[src/rtl/sliding_window_maximum_defines.svh]
// Assertion macros shared by the sliding window maximum RTL.
// Standalone header: no dependencies; included by files that assert.
`ifndef SLIDING_WINDOW_MAXIMUM_DEFINES_SVH
`define SLIDING_WINDOW_MAXIMUM_DEFINES_SVH

// Same-cycle implication, checked on every rising edge outside reset.
`define SWM_ASSERT_IMPL(label, clk, rst_n, ante, cons) \
    label: assert property (@(posedge clk) disable iff (!rst_n) (ante) |-> (cons)) \
        else $error("swm assertion failed");

// Next-cycle implication, checked on every rising edge outside reset.
`define SWM_ASSERT_NEXT(label, clk, rst_n, ante, cons) \
    label: assert property (@(posedge clk) disable iff (!rst_n) (ante) |=> (cons)) \
        else $error("swm assertion failed");

`endif

[src/rtl/swm_pkg.sv]
// Package for the sliding window maximum: widths, FSM state type and
// controller/datapath command and status structs. No dependencies.
package swm_pkg;

    localparam int DATA_W         = 32;
    localparam int CFG_W          = 5;
    localparam int WINDOW_MAX_DEF = 16;

    typedef enum logic [1:0] {
        ST_IDLE,
        ST_SCAN,
        ST_DRAIN,
        ST_OUT
    } t_state;

    // Controller to datapath
    typedef struct packed {
        logic accept;
        logic rd_issue;
        logic load_out;
    } t_cmd;

    // Datapath to controller
    typedef struct packed {
        logic emit_now;
        logic need_scan;
        logic last_rd;
        logic out_free;
    } t_sts;

endpackage

[src/rtl/swm_ifs.sv]
// Valid/ready channel interfaces for sample input, result output and
// configuration write. Depends on swm_pkg.
interface swm_in_if;
    import swm_pkg::*;
    logic                     valid;
    logic                     ready;
    logic signed [DATA_W-1:0] sample;
    logic                     sequence_start;
    modport source (output valid, output sample, output sequence_start, input ready);
    modport sink   (input valid, input sample, input sequence_start, output ready);
endinterface

interface swm_out_if;
    import swm_pkg::*;
    logic                     valid;
    logic                     ready;
    logic signed [DATA_W-1:0] window_max;
    modport source (output valid, output window_max, input ready);
    modport sink   (input valid, input window_max, output ready);
endinterface

interface swm_cfg_if;
    import swm_pkg::*;
    logic             valid;
    logic             ready;
    logic [CFG_W-1:0] window_size;
    modport source (output valid, output window_size, input ready);
    modport sink   (input valid, input window_size, output ready);
endinterface

[src/rtl/sliding_window_maximum.sv]
// Sliding window maximum over signed 32-bit samples; window 1..WINDOW_MAX.
// A new sample is taken only in idle, once the last one is through: the
// scan reads one history entry per cycle from the single RAM read port.
// Reset (synchronous, active low) clears window to 1, fill count and write pointer.
// Depends on swm_pkg, swm_ifs, swm_ctrl, swm_dp and swm_ram.
module sliding_window_maximum #(
    parameter int WINDOW_MAX = swm_pkg::WINDOW_MAX_DEF
) (
    input  logic      i_clk,
    input  logic      i_rst_n,
    swm_in_if.sink    i_in,
    swm_cfg_if.sink   i_cfg,
    swm_out_if.source o_out
);
    import swm_pkg::*;

    t_cmd cmd;
    t_sts sts;

    // The window register is a plain flop: a write transfer always lands.
    assign i_cfg.ready = 1'b1;

    // Controller: takes a sample in idle only; then drives the history scan
    // and waits until the output register is free before loading it, so a
    // result never overtakes or overwrites one still waiting downstream.
    swm_ctrl u_ctrl (
        .i_clk      (i_clk),
        .i_rst_n    (i_rst_n),
        .i_in_valid (i_in.valid),
        .o_in_ready (i_in.ready),
        .i_sts      (sts),
        .o_cmd      (cmd)
    );

    // Datapath: writes the new sample at the write pointer, walks back
    // through the previous window-1 entries and keeps the signed maximum.
    // The output register parts the two sides, so a new sample transfer is
    // taken while the last result still waits to be taken.
    swm_dp #(
        .WINDOW_MAX (WINDOW_MAX)
    ) u_dp (
        .i_clk            (i_clk),
        .i_rst_n          (i_rst_n),
        .i_cfg_we         (i_cfg.valid),
        .i_window_size    (i_cfg.window_size),
        .i_sample         (i_in.sample),
        .i_sequence_start (i_in.sequence_start),
        .i_cmd            (cmd),
        .o_sts            (sts),
        .i_out_ready      (o_out.ready),
        .o_out_valid      (o_out.valid),
        .o_window_max     (o_out.window_max)
    );

endmodule

[src/rtl/swm_ram.sv]
// Generic single-write, single-read RAM with registered read data.
// No dependencies; contents are undefined until written.
module swm_ram #(
    parameter int WIDTH = 32,
    parameter int DEPTH = 16,
    parameter int ADDR_W = (DEPTH > 1) ? $clog2(DEPTH) : 1
) (
    input  logic              i_clk,
    input  logic              i_we,
    input  logic [ADDR_W-1:0] i_waddr,
    input  logic [WIDTH-1:0]  i_wdata,
    input  logic              i_re,
    input  logic [ADDR_W-1:0] i_raddr,
    output logic [WIDTH-1:0]  o_rdata
);

    logic [WIDTH-1:0] r_mem [DEPTH];
    logic [WIDTH-1:0] r_rdata;

    always_ff @(posedge i_clk) begin
        if (i_we) begin
            r_mem[i_waddr] <= i_wdata;
        end
        if (i_re) begin
            r_rdata <= r_mem[i_raddr];
        end
    end

    assign o_rdata = r_rdata;

endmodule

[src/rtl/swm_ctrl.sv]
// Controller FSM for the sliding window maximum: accept, scan history,
// hand the result to the output register. Depends on swm_pkg.
module swm_ctrl (
    input  logic         i_clk,
    input  logic         i_rst_n,
    input  logic         i_in_valid,
    output logic         o_in_ready,
    input  swm_pkg::t_sts i_sts,
    output swm_pkg::t_cmd o_cmd
);
    import swm_pkg::*;

    t_state r_state;
    t_state n_state;

    always_ff @(posedge i_clk) begin
        if (!i_rst_n) begin
            r_state <= ST_IDLE;
        end else begin
            r_state <= n_state;
        end
    end

    always_comb begin
        n_state    = r_state;
        o_cmd      = '0;
        o_in_ready = 1'b0;
        case (r_state)
            ST_IDLE: begin
                o_in_ready = 1'b1;
                if (i_in_valid) begin
                    o_cmd.accept = 1'b1;
                    if (i_sts.emit_now) begin
                        n_state = i_sts.need_scan ? ST_SCAN : ST_OUT;
                    end
                end
            end
            ST_SCAN: begin
                o_cmd.rd_issue = 1'b1;
                if (i_sts.last_rd) begin
                    n_state = ST_DRAIN;
                end
            end
            ST_DRAIN: begin
                // last read data is compared at this edge
                n_state = ST_OUT;
            end
            ST_OUT: begin
                if (i_sts.out_free) begin
                    o_cmd.load_out = 1'b1;
                    n_state        = ST_IDLE;
                end
            end
            default: begin
                n_state = ST_IDLE;
            end
        endcase
    end

endmodule

[src/rtl/swm_dp.sv]
// Datapath for the sliding window maximum: window register, history RAM,
// pointers, fill count, running maximum and output register.
// Depends on swm_pkg, swm_ram and the assertion macro header.
`include "sliding_window_maximum_defines.svh"

module swm_dp #(
    parameter int WINDOW_MAX = swm_pkg::WINDOW_MAX_DEF
) (
    input  logic                             i_clk,
    input  logic                             i_rst_n,
    input  logic                             i_cfg_we,
    input  logic [swm_pkg::CFG_W-1:0]        i_window_size,
    input  logic signed [swm_pkg::DATA_W-1:0] i_sample,
    input  logic                             i_sequence_start,
    input  swm_pkg::t_cmd                    i_cmd,
    output swm_pkg::t_sts                    o_sts,
    input  logic                             i_out_ready,
    output logic                             o_out_valid,
    output logic signed [swm_pkg::DATA_W-1:0] o_window_max
);
    import swm_pkg::*;

    localparam int PTR_W = (WINDOW_MAX > 1) ? $clog2(WINDOW_MAX) : 1;
    localparam int CNT_W = $clog2(WINDOW_MAX + 1);
    localparam int KW    = (CNT_W > CFG_W) ? CNT_W : CFG_W;

    localparam logic [KW-1:0]    WMAX_K   = KW'(WINDOW_MAX);
    localparam logic [CNT_W-1:0] WMAX_C   = CNT_W'(WINDOW_MAX);
    localparam logic [PTR_W-1:0] LAST_PTR = PTR_W'(WINDOW_MAX - 1);

    logic [CFG_W-1:0]         r_window_size;
    logic [CNT_W-1:0]         r_fill;
    logic [PTR_W-1:0]         r_wptr;
    logic [PTR_W-1:0]         r_pos;
    logic [CNT_W-1:0]         r_remain;
    logic                     r_rd_vld;
    logic signed [DATA_W-1:0] r_best;
    logic                     r_out_valid;
    logic signed [DATA_W-1:0] r_out_data;

    logic [KW-1:0]            ws_ext;
    logic [KW-1:0]            k_wide;
    logic [CNT_W-1:0]         k;
    logic [CNT_W-1:0]         n_fill;
    logic [PTR_W-1:0]         wptr_inc;
    logic [PTR_W-1:0]         pos_dec;
    logic [DATA_W-1:0]        rd_data;
    logic signed [DATA_W-1:0] rd_sample;

    // Clamp the window to 1..WINDOW_MAX
    always_comb begin
        ws_ext = KW'(r_window_size);
        if (ws_ext == '0) begin
            k_wide = KW'(1);
        end else if (ws_ext > WMAX_K) begin
            k_wide = WMAX_K;
        end else begin
            k_wide = ws_ext;
        end
        k = k_wide[CNT_W-1:0];
    end

    always_comb begin
        if (i_sequence_start) begin
            n_fill = CNT_W'(1);
        end else if (r_fill < WMAX_C) begin
            n_fill = r_fill + CNT_W'(1);
        end else begin
            n_fill = r_fill;
        end
    end

    assign wptr_inc = (r_wptr == LAST_PTR) ? '0 : r_wptr + PTR_W'(1);
    assign pos_dec  = (r_pos == '0) ? LAST_PTR : r_pos - PTR_W'(1);

    assign o_sts.emit_now  = (n_fill >= k);
    assign o_sts.need_scan = (k > CNT_W'(1));
    assign o_sts.last_rd   = (r_remain == CNT_W'(1));
    assign o_sts.out_free  = !r_out_valid || i_out_ready;

    swm_ram #(
        .WIDTH (DATA_W),
        .DEPTH (WINDOW_MAX)
    ) u_hist (
        .i_clk   (i_clk),
        .i_we    (i_cmd.accept),
        .i_waddr (r_wptr),
        .i_wdata (i_sample),
        .i_re    (i_cmd.rd_issue),
        .i_raddr (pos_dec),
        .o_rdata (rd_data)
    );

    assign rd_sample = $signed(rd_data);

    // Control registers
    always_ff @(posedge i_clk) begin
        if (!i_rst_n) begin
            r_window_size <= CFG_W'(1);
            r_fill        <= '0;
            r_wptr        <= '0;
            r_remain      <= '0;
            r_rd_vld      <= 1'b0;
            r_out_valid   <= 1'b0;
        end else begin
            if (i_cfg_we) begin
                r_window_size <= i_window_size;
            end
            r_rd_vld <= i_cmd.rd_issue;
            if (i_cmd.accept) begin
                r_fill   <= n_fill;
                r_wptr   <= wptr_inc;
                r_remain <= k - CNT_W'(1);
            end else if (i_cmd.rd_issue) begin
                r_remain <= r_remain - CNT_W'(1);
            end
            if (i_cmd.load_out) begin
                r_out_valid <= 1'b1;
            end else if (i_out_ready) begin
                r_out_valid <= 1'b0;
            end
        end
    end

    // Payload registers
    always_ff @(posedge i_clk) begin
        if (i_cmd.accept) begin
            r_pos  <= r_wptr;
            r_best <= i_sample;
        end else begin
            if (i_cmd.rd_issue) begin
                r_pos <= pos_dec;
            end
            if (r_rd_vld && (rd_sample > r_best)) begin
                r_best <= rd_sample;
            end
        end
        if (i_cmd.load_out) begin
            r_out_data <= r_best;
        end
    end

    assign o_out_valid  = r_out_valid;
    assign o_window_max = r_out_data;

    `SWM_ASSERT_IMPL(a_rd_in_window, i_clk, i_rst_n, i_cmd.rd_issue, r_remain != '0)
    `SWM_ASSERT_IMPL(a_no_overwrite, i_clk, i_rst_n, i_cmd.load_out, o_sts.out_free)
    `SWM_ASSERT_NEXT(a_fill_bound, i_clk, i_rst_n, i_cmd.accept, (r_fill <= WMAX_C) && (r_fill != '0))

endmodule
[src/flat_wrapper.sv]
// flat-port wrapper written by rule: the top's interface ports become plain ports
module sliding_window_maximum_flat import swm_pkg::*;
#(
    parameter int WINDOW_MAX = swm_pkg::WINDOW_MAX_DEF
)
  (i_clk, i_rst_n, i_in_valid, i_in_sample, i_in_sequence_start, i_in_ready, i_cfg_valid, i_cfg_window_size, i_cfg_ready, o_out_valid, o_out_window_max, o_out_ready);
  swm_in_if i_in_i ();
  swm_cfg_if i_cfg_i ();
  swm_out_if o_out_i ();
  input  logic i_clk;
  input  logic i_rst_n;
  input wire logic [$bits(i_in_i.valid)-1:0] i_in_valid;
  input wire logic [$bits(i_in_i.sample)-1:0] i_in_sample;
  input wire logic [$bits(i_in_i.sequence_start)-1:0] i_in_sequence_start;
  output wire logic [$bits(i_in_i.ready)-1:0] i_in_ready;
  input wire logic [$bits(i_cfg_i.valid)-1:0] i_cfg_valid;
  input wire logic [$bits(i_cfg_i.window_size)-1:0] i_cfg_window_size;
  output wire logic [$bits(i_cfg_i.ready)-1:0] i_cfg_ready;
  output wire logic [$bits(o_out_i.valid)-1:0] o_out_valid;
  output wire logic [$bits(o_out_i.window_max)-1:0] o_out_window_max;
  input wire logic [$bits(o_out_i.ready)-1:0] o_out_ready;
  assign i_in_i.valid = i_in_valid;
  assign i_in_i.sample = i_in_sample;
  assign i_in_i.sequence_start = i_in_sequence_start;
  assign i_in_ready = i_in_i.ready;
  assign i_cfg_i.valid = i_cfg_valid;
  assign i_cfg_i.window_size = i_cfg_window_size;
  assign i_cfg_ready = i_cfg_i.ready;
  assign o_out_valid = o_out_i.valid;
  assign o_out_window_max = o_out_i.window_max;
  assign o_out_i.ready = o_out_ready;
  sliding_window_maximum #(.WINDOW_MAX(WINDOW_MAX)) u_core (.i_clk(i_clk), .i_rst_n(i_rst_n), .i_in(i_in_i), .i_cfg(i_cfg_i), .o_out(o_out_i));
endmodule
[config.mk]
export PLATFORM = sky130hd
export DESIGN_NAME = sliding_window_maximum_flat
export DESIGN_NICKNAME = d
export VERILOG_FILES = /design/src/rtl/swm_pkg.sv /design/src/rtl/swm_ifs.sv /design/src/rtl/sliding_window_maximum.sv /design/src/rtl/swm_ram.sv /design/src/rtl/swm_ctrl.sv /design/src/rtl/swm_dp.sv /design/src/flat_wrapper.sv
export VERILOG_INCLUDE_DIRS = /design/src /design/src/rtl
export SDC_FILE = /design/constraint.sdc
export NUM_CORES = 1
export LEC_CHECK = 0
export ABC_AREA = 1
export BUFFER_PORTS_ARGS = -buffer_cell sky130_fd_sc_hd__buf_4
export CORE_UTILIZATION = 61
export DETAILED_ROUTE_END_ITERATION = 10
export PLACE_DENSITY_LB_ADDON = 0.25
export SYNTH_ARGS = -nofsm -noshare
export SYNTH_HDL_FRONTEND = slang
export SYNTH_SLANG_ARGS = --single-unit
[constraint.sdc]
create_clock -name i_clk -period 8.6 [get_ports i_clk]
set_input_delay 2.15 -clock i_clk [delete_from_list [all_inputs] [get_ports i_clk]]
set_output_delay 2.15 -clock i_clk [all_outputs]
set_load 0.05 [all_outputs]
# Yosys cells after proc, flatten, opt, wreduce, memory -nomap -nowiden
# Memory sizes are Yosys's and may differ from the RTL's. A register that Yosys moved wholly into a read port is not among the register bits.
# Cells that the tools add are included.
# word_totals
register_bits	91
mem_bits_rw	512
inputBits	43
out_inout_bits	35
elab_cells	68
n_memories	1
# op_classes
add_sub_neg	5
magnitude_cmp	5
eq_ne	9
mux	28
n_reduce_logical	10
# mem_list
memory	words	width	read_ports	rd_clocked_by_memory_dff	write_ports	line	text
u_core.u_dp.u_hist.r_mem	16	32	1	1	1	swm_ram.sv:17	logic [WIDTH-1:0] r_mem [DEPTH];
# ops
op	n
32-bit two-way mux	2
32-bit > comparator	1
5-bit two-way mux	6
4-bit two-way mux	4
1-bit two-way mux	10
2-bit two-way mux	5
5-bit by 1-bit subtractor with 5-bit output (second input constant)	2
2-bit one-hot mux with 4 select lines	1
2-bit by 1-bit != test with 1-bit output (second input constant)	3
2-bit nonzero test	3
5-bit by 1-bit adder with 5-bit output (second input constant)	1
5-bit by 1-bit == test with 1-bit output (second input constant)	1
5-bit greater-or-equal comparator	1
5-bit by 1-bit > comparator with 1-bit output (second input constant)	1
5-bit > comparator (second input constant)	1
5-bit logical NOT	1
5-bit < comparator (second input constant)	1
4-bit by 1-bit adder with 4-bit output (second input constant)	1
2-bit == test (second input constant)	2
4-bit == test (second input constant)	1
4-bit logical NOT	1
4-bit AND reduction	1
4-bit by 1-bit subtractor with 4-bit output (second input constant)	1
2-bit by 1-bit == test with 1-bit output (second input constant)	1
5 further kinds	5

# Depth between registers and ports, before layout
# depth
ltp_word	8
mapped_depth	16
ltp_nobuf	16

# Cells and area by module
# Synthesis repeated with hierarchy kept, for this count alone.
# unflattened
hier_cells	2666
hier_area_um2	27954.3
# modules_own_cells
module	instances	cells_each	area_each_um2
swm_ram	1	2122	23065.9
swm_dp	1	505	4639.4
swm_ctrl	1	37	237.7
sliding_window_maximum	1	2	11.3

# Least setup slack after synthesis
# Ideal clock, no wire load.
# synth_path
path_type	input -> register
start	input i_in_valid
end	memory u_core.u_dp.u_hist.r_mem[0][0] (enable)
arrival_ns	4.191
setup_slack_ns	3.988
stages	5
n_path_buf	1
cell_sequence	nand2_1 -> clkinv_1 -> clkbuf_1 -> nand2_1 -> nor2_1
# synth_via
elab_chain_cells	4
# synth_rtl
element	line	text
start: declaration	flat_wrapper.sv:12	input wire logic [$bits(i_in_i.valid)-1:0] i_in_valid;
1-bit two-way mux	swm_ctrl.sv:31	if (i_in_valid) begin
1-bit two-way mux	swm_ctrl.sv:28	case (r_state)
1-bit two-way mux	swm_ram.sv:21	if (i_we) begin
1-bit two-way mux (implied by the code)	swm_ram.sv:22	r_mem[i_waddr] <= i_wdata;
end: declaration	swm_ram.sv:17	
# No other way between the ends.

# Final worst setup path
# layout_path
start	register u_core.u_dp.r_pos[0]
end	register u_core.u_dp.u_hist.r_rdata[6], in the netlist u_core.u_dp.u_hist.o_rdata[6], read port of u_core.u_dp.u_hist.r_mem, data pin
# layout_via
elab_chain_cells	2
# layout_rtl
element	line	text
start: declaration	swm_dp.sv:34	logic [PTR_W-1:0] r_pos;
start signal: assignment	swm_dp.sv:128	r_pos <= r_wptr;
start signal: assignment	swm_dp.sv:132	r_pos <= pos_dec;
4-bit by 1-bit subtractor with 4-bit output / 4-bit logical NOT (equally long branches)	swm_dp.sv:74	assign pos_dec = (r_pos == '0) ? LAST_PTR : r_pos - PTR_W'(1);
4-bit two-way mux (*)	swm_dp.sv:74	
end: declaration	swm_ram.sv:18	logic [WIDTH-1:0] r_rdata;
# Mark *: on every way between the ends. The rest lies on a longest branch, timed or not.
# A chain may end at the register's enable or synchronous reset.

==> flow_metrics.py <==
metrics = {
    "yosys": {
        "synthCells": 2118,
        "synth.distinct_cells": 35,
        "yosys_warnings": 0,
        "synth_nets": 2212,
        "ys_seq_area_frac": 0.7257,
        "ys_ff_latch": 635,
        "syn_area_um2": 25960,
        "postSynthAreaPerCell_um2": 12.26,
    },
    "route": {
        "dr_total_vias": 16560,
        "first_iter_violations": 2004,
        "wl_mm": 59.75,
        "wire_per_inst_um": 21.79,
        "detail-route-antenna-nets": 0,
        "remaining_drc_errors": 0,
        "first_pass_iters": 6,
        "viasPerCell": 6.038,
    },
    "timing": {
        "setup_viol": 0,
        "clock_skew_ps": 12.46,
        "max_freq_mhz": 255.2,
        "tns_ps": 0,
        "layout_min_cycle_time_ps": 3918,
        "hold_viol_final": 0,
        "worst_slew_pin_slew_ps": 1262,
        "slew_violations": 0,
        "maxSlewHeadroom": 0.1566,
        "rsz0062_at_grt": "no",
        "fin_crit_sh": 0.4556,
        "setup_slack_ps": 4682,
    },
    "critical_path": {
        "reg2reg_setup_slack_ps": 4680,
        "reg2reg_to": "u_core.u_dp.u_hist.o_rdata[6]$_DFFE_PP_",
        "cp-start-kind": "flip-flop",
        "crit_path_cell_trace": "inv_1 -> ha_4 -> nand3_1 -> nand2_4 -> inv_6 -> buf_4 -> nand2_1 -> nand3_1 -> nand3_1 -> nand2_1 -> a21oi_1 -> a21oi_1",
        "r2r-start": "u_core.u_dp.r_pos[0]$_DFFE_PP_",
        "critPathRequiredTime_ps": 8970,
        "path_class": "reg2reg",
        "cp-end-kind": "flip-flop",
        "crit_path_top_delay_cell": "buf_4",
        "critPathMaxStageDelay_ps": 840,
        "cp_num_buf_inv": 3,
        "reg2reg_depth": 12,
        "cp_max_fo": 93,
        "cpMostUsedCell": "nand3_1",
        "cp_top_family": "buffers and inverters",
        "arrival_ps": 4290,
    },
    "pwr": {
        "p_per_area_nw_per_um2": 386.7,
        "static-leakage-power_uw": 0.01025,
        "vdd_drop_max_mv": 0.3331,
    },
    "grt": {
        "grtUsageMet1": 0.3919,
        "overflow": 0,
        "grt_usage": 0.2783,
        "grt_pass1_wl_mm": 91.00,
        "use_met3": 0.04015,
        "met2_usage": 0.4500,
        "grt_max_degree": 94,
        "grt.busiest_layer": "met2",
        "antenna_found_initial": 0,
        "grt_pass1_vias": 16110,
    },
    "min_path": {
        "hold_path_class": "reg2reg",
        "min_to": "u_core.u_dp.o_window_max[8]$_DFFE_PP_",
        "hold_start": "u_core.u_dp.r_best[8]$_DFFE_PP_",
        "hold_path_depth": 0,
    },
    "die": {
        "die_area_um2": 43390,
        "rows": 75,
        "num_io_pins": 78,
        "core_um2": 41950,
        "start_util": 0.6189,
        "die_x_um": 208.3,
        "die_h_um": 208.3,
    },
    "cells_and_area": {
        "drive_gt1_frac": 0.09264,
        "final_cell_mix": "edfxtp_1 (612), nand2_1 (399), nor2_1 (251)",
        "final_common_cell": "edfxtp_1",
        "finalNonFillerCells": 2742,
        "area_growth_pct": 11.32,
        "fin_nets": 2250,
    },
    "clocking": {
        "clk_pin_slew_ps": 70,
        "hold_buffers": 0,
        "htree_levels": 2,
        "cts_setup_buffers": 0,
        "numCtsBuffers": 60,
        "post_cts_resized": 0,
        "clock-sinks": 635,
        "root_buffer": "clkbuf_16",
        "cts_tree": "built",
        "clk_path_buf_depth": 3,
        "clk_latency_ps": 610,
    },
    "place": {
        "dp_hpwl_mm": 34.08,
        "gp_congestion": 0.8580,
        "pre_cts_ws_ps": 4158,
        "port_buffers": 76,
        "placedCellCount": 2633,
    },
    "run": {
        "cap_violations": 0,
    },
    "run_status": {
        "status": "finished clean",
    },
}
==> synthesized netlist by cell type (all sizes together) <==
master	instances	share of area
nor3b	1	0.00029
inv	86	0.013
buf	63	0.014
a21oi	47	0.0091
a21o	1	0.00029
edfxtp	612	0.71
o21ai	207	0.040
conb	1	0.00014
o22ai	19	0.0046
xnor2	4	0.0013
a31oi	3	0.00072
nand4	6	0.0014
clkinv	4	0.00058
o41ai	1	0.00034
o21a	8	0.0023
ha	51	0.025
nand2	401	0.058
nor4	2	0.00048
nor2	267	0.039
o221ai	14	0.0047
o2111ai	1	0.00034
and2	4	0.00096
nand3	180	0.035
nor3	3	0.00058
o211ai	53	0.015
a211oi	1	0.00029
dfxtp	23	0.018
xor2	2	0.00067
clkbuf	53	0.0077
==> routing by layer <==
layer,part of all wire,up-vias
met1,0.41,8039
met2,0.48,766
met5,0,-
met3,0.089,109
met4,0.025,0
li1,-,7642
==> flip-flops by register name, indices dropped and copies added, names as in the netlist <==
register and count:
u_core.u_dp.u_hist.r_mem 512, u_core.u_dp.u_hist.o_rdata 32, u_core.u_dp.r_remain 5, u_core.u_dp.o_window_max 32, u_core.u_dp.r_best 32, u_core.u_dp.r_wptr 4, u_core.u_dp.o_out_valid 1, u_core.u_ctrl.r_state 2
u_core.u_dp.r_rd_vld 1, u_core.u_dp.r_fill 5, u_core.u_dp.r_window_size 5, u_core.u_dp.r_pos 4
==> area by class of cell <==
cell class / instances / area (um^2)
multi-input cells: 1277 / 6397
well taps: 539 / 674.4
inverters: 90 / 344.1
repair buffers: 92 / 690.7
diodes: 1 / 2.502
clock buffers: 65 / 1541
fillers: 2805 / 13050
clock inverters: 43 / 409.1
flip-flops and latches: 635 / 18840
==> per-stage QoR <==
step / power, uW / util / hold WS, ps / area, um^2
2_1_floorplan: 7113 / - / 426.4 / 25960
5_1_grt: 11760 / 0.6889 / 462.1 / 28900
3_5_place_dp: 8509 / 0.6424 / 434.4 / 26940
6_report: 11170 / 0.6889 / 447.2 / 28900
4_1_cts: 11130 / 0.6889 / 448.5 / 28900
3_3_place_gp: 8346 / 0.6424 / 433.9 / 26940
==> worst register-to-register path, stage by stage (launching register included) <==
cell and delay, ps:
edfxtp_1 390, inv_1 100, ha_4 190, nand3_1 120, nand2_4 390, inv_6 660, buf_4 920, nand2_1 200
nand3_1 120, nand3_1 120, nand2_1 100, a21oi_1 60, a21oi_1 330
==> report_power, final <==
group          internal (uW)  switching (uW)  leakage, uW  total [uW]
clock network           1520            1100     0.000947        2630
logic                   1280            3270      0.00356        4550
registers               3860             136      0.00574        4000
total                   6670            4500       0.0103       11200
==> kinds of logic after synthesis <==
| group | after synthesis | synth area share |
|---|---|---|
| AND/OR/NAND/NOR | 864 | 0.1350 |
| other | 1 | 0.0001445 |
| XOR/XNOR | 6 | 0.002024 |
| adder cells (fa/ha/maj) | 51 | 0.02458 |
| flip-flops | 635 | 0.7257 |
| AO/OA/AOI/OAI | 355 | 0.07789 |
| buffers and inverters | 206 | 0.03465 |
==> worst max path at each step <==
stage                                                 endpoint                           start  slack [ps]  cells after the start
detailed placement  u_core.u_dp.u_hist.r_mem[10][31]$_DFFE_PP_                      i_in_valid        4160                      6
finish                 u_core.u_dp.u_hist.o_rdata[6]$_DFFE_PP_  u_core.u_dp.r_pos[0]$_DFFE_PP_        4680                     12
global route           u_core.u_dp.u_hist.o_rdata[6]$_DFFE_PP_  u_core.u_dp.r_pos[0]$_DFFE_PP_        4510                     12
global placement     u_core.u_dp.u_hist.r_mem[2][26]$_DFFE_PP_                      i_in_valid        4240                      6
CTS                    u_core.u_dp.u_hist.o_rdata[6]$_DFFE_PP_  u_core.u_dp.r_pos[0]$_DFFE_PP_        4740                     12
floorplan             u_core.u_dp.u_hist.r_mem[0][0]$_DFFE_PP_                      i_in_valid        3990                      5
No activity file was read; power rests on OpenSTA's default activity.
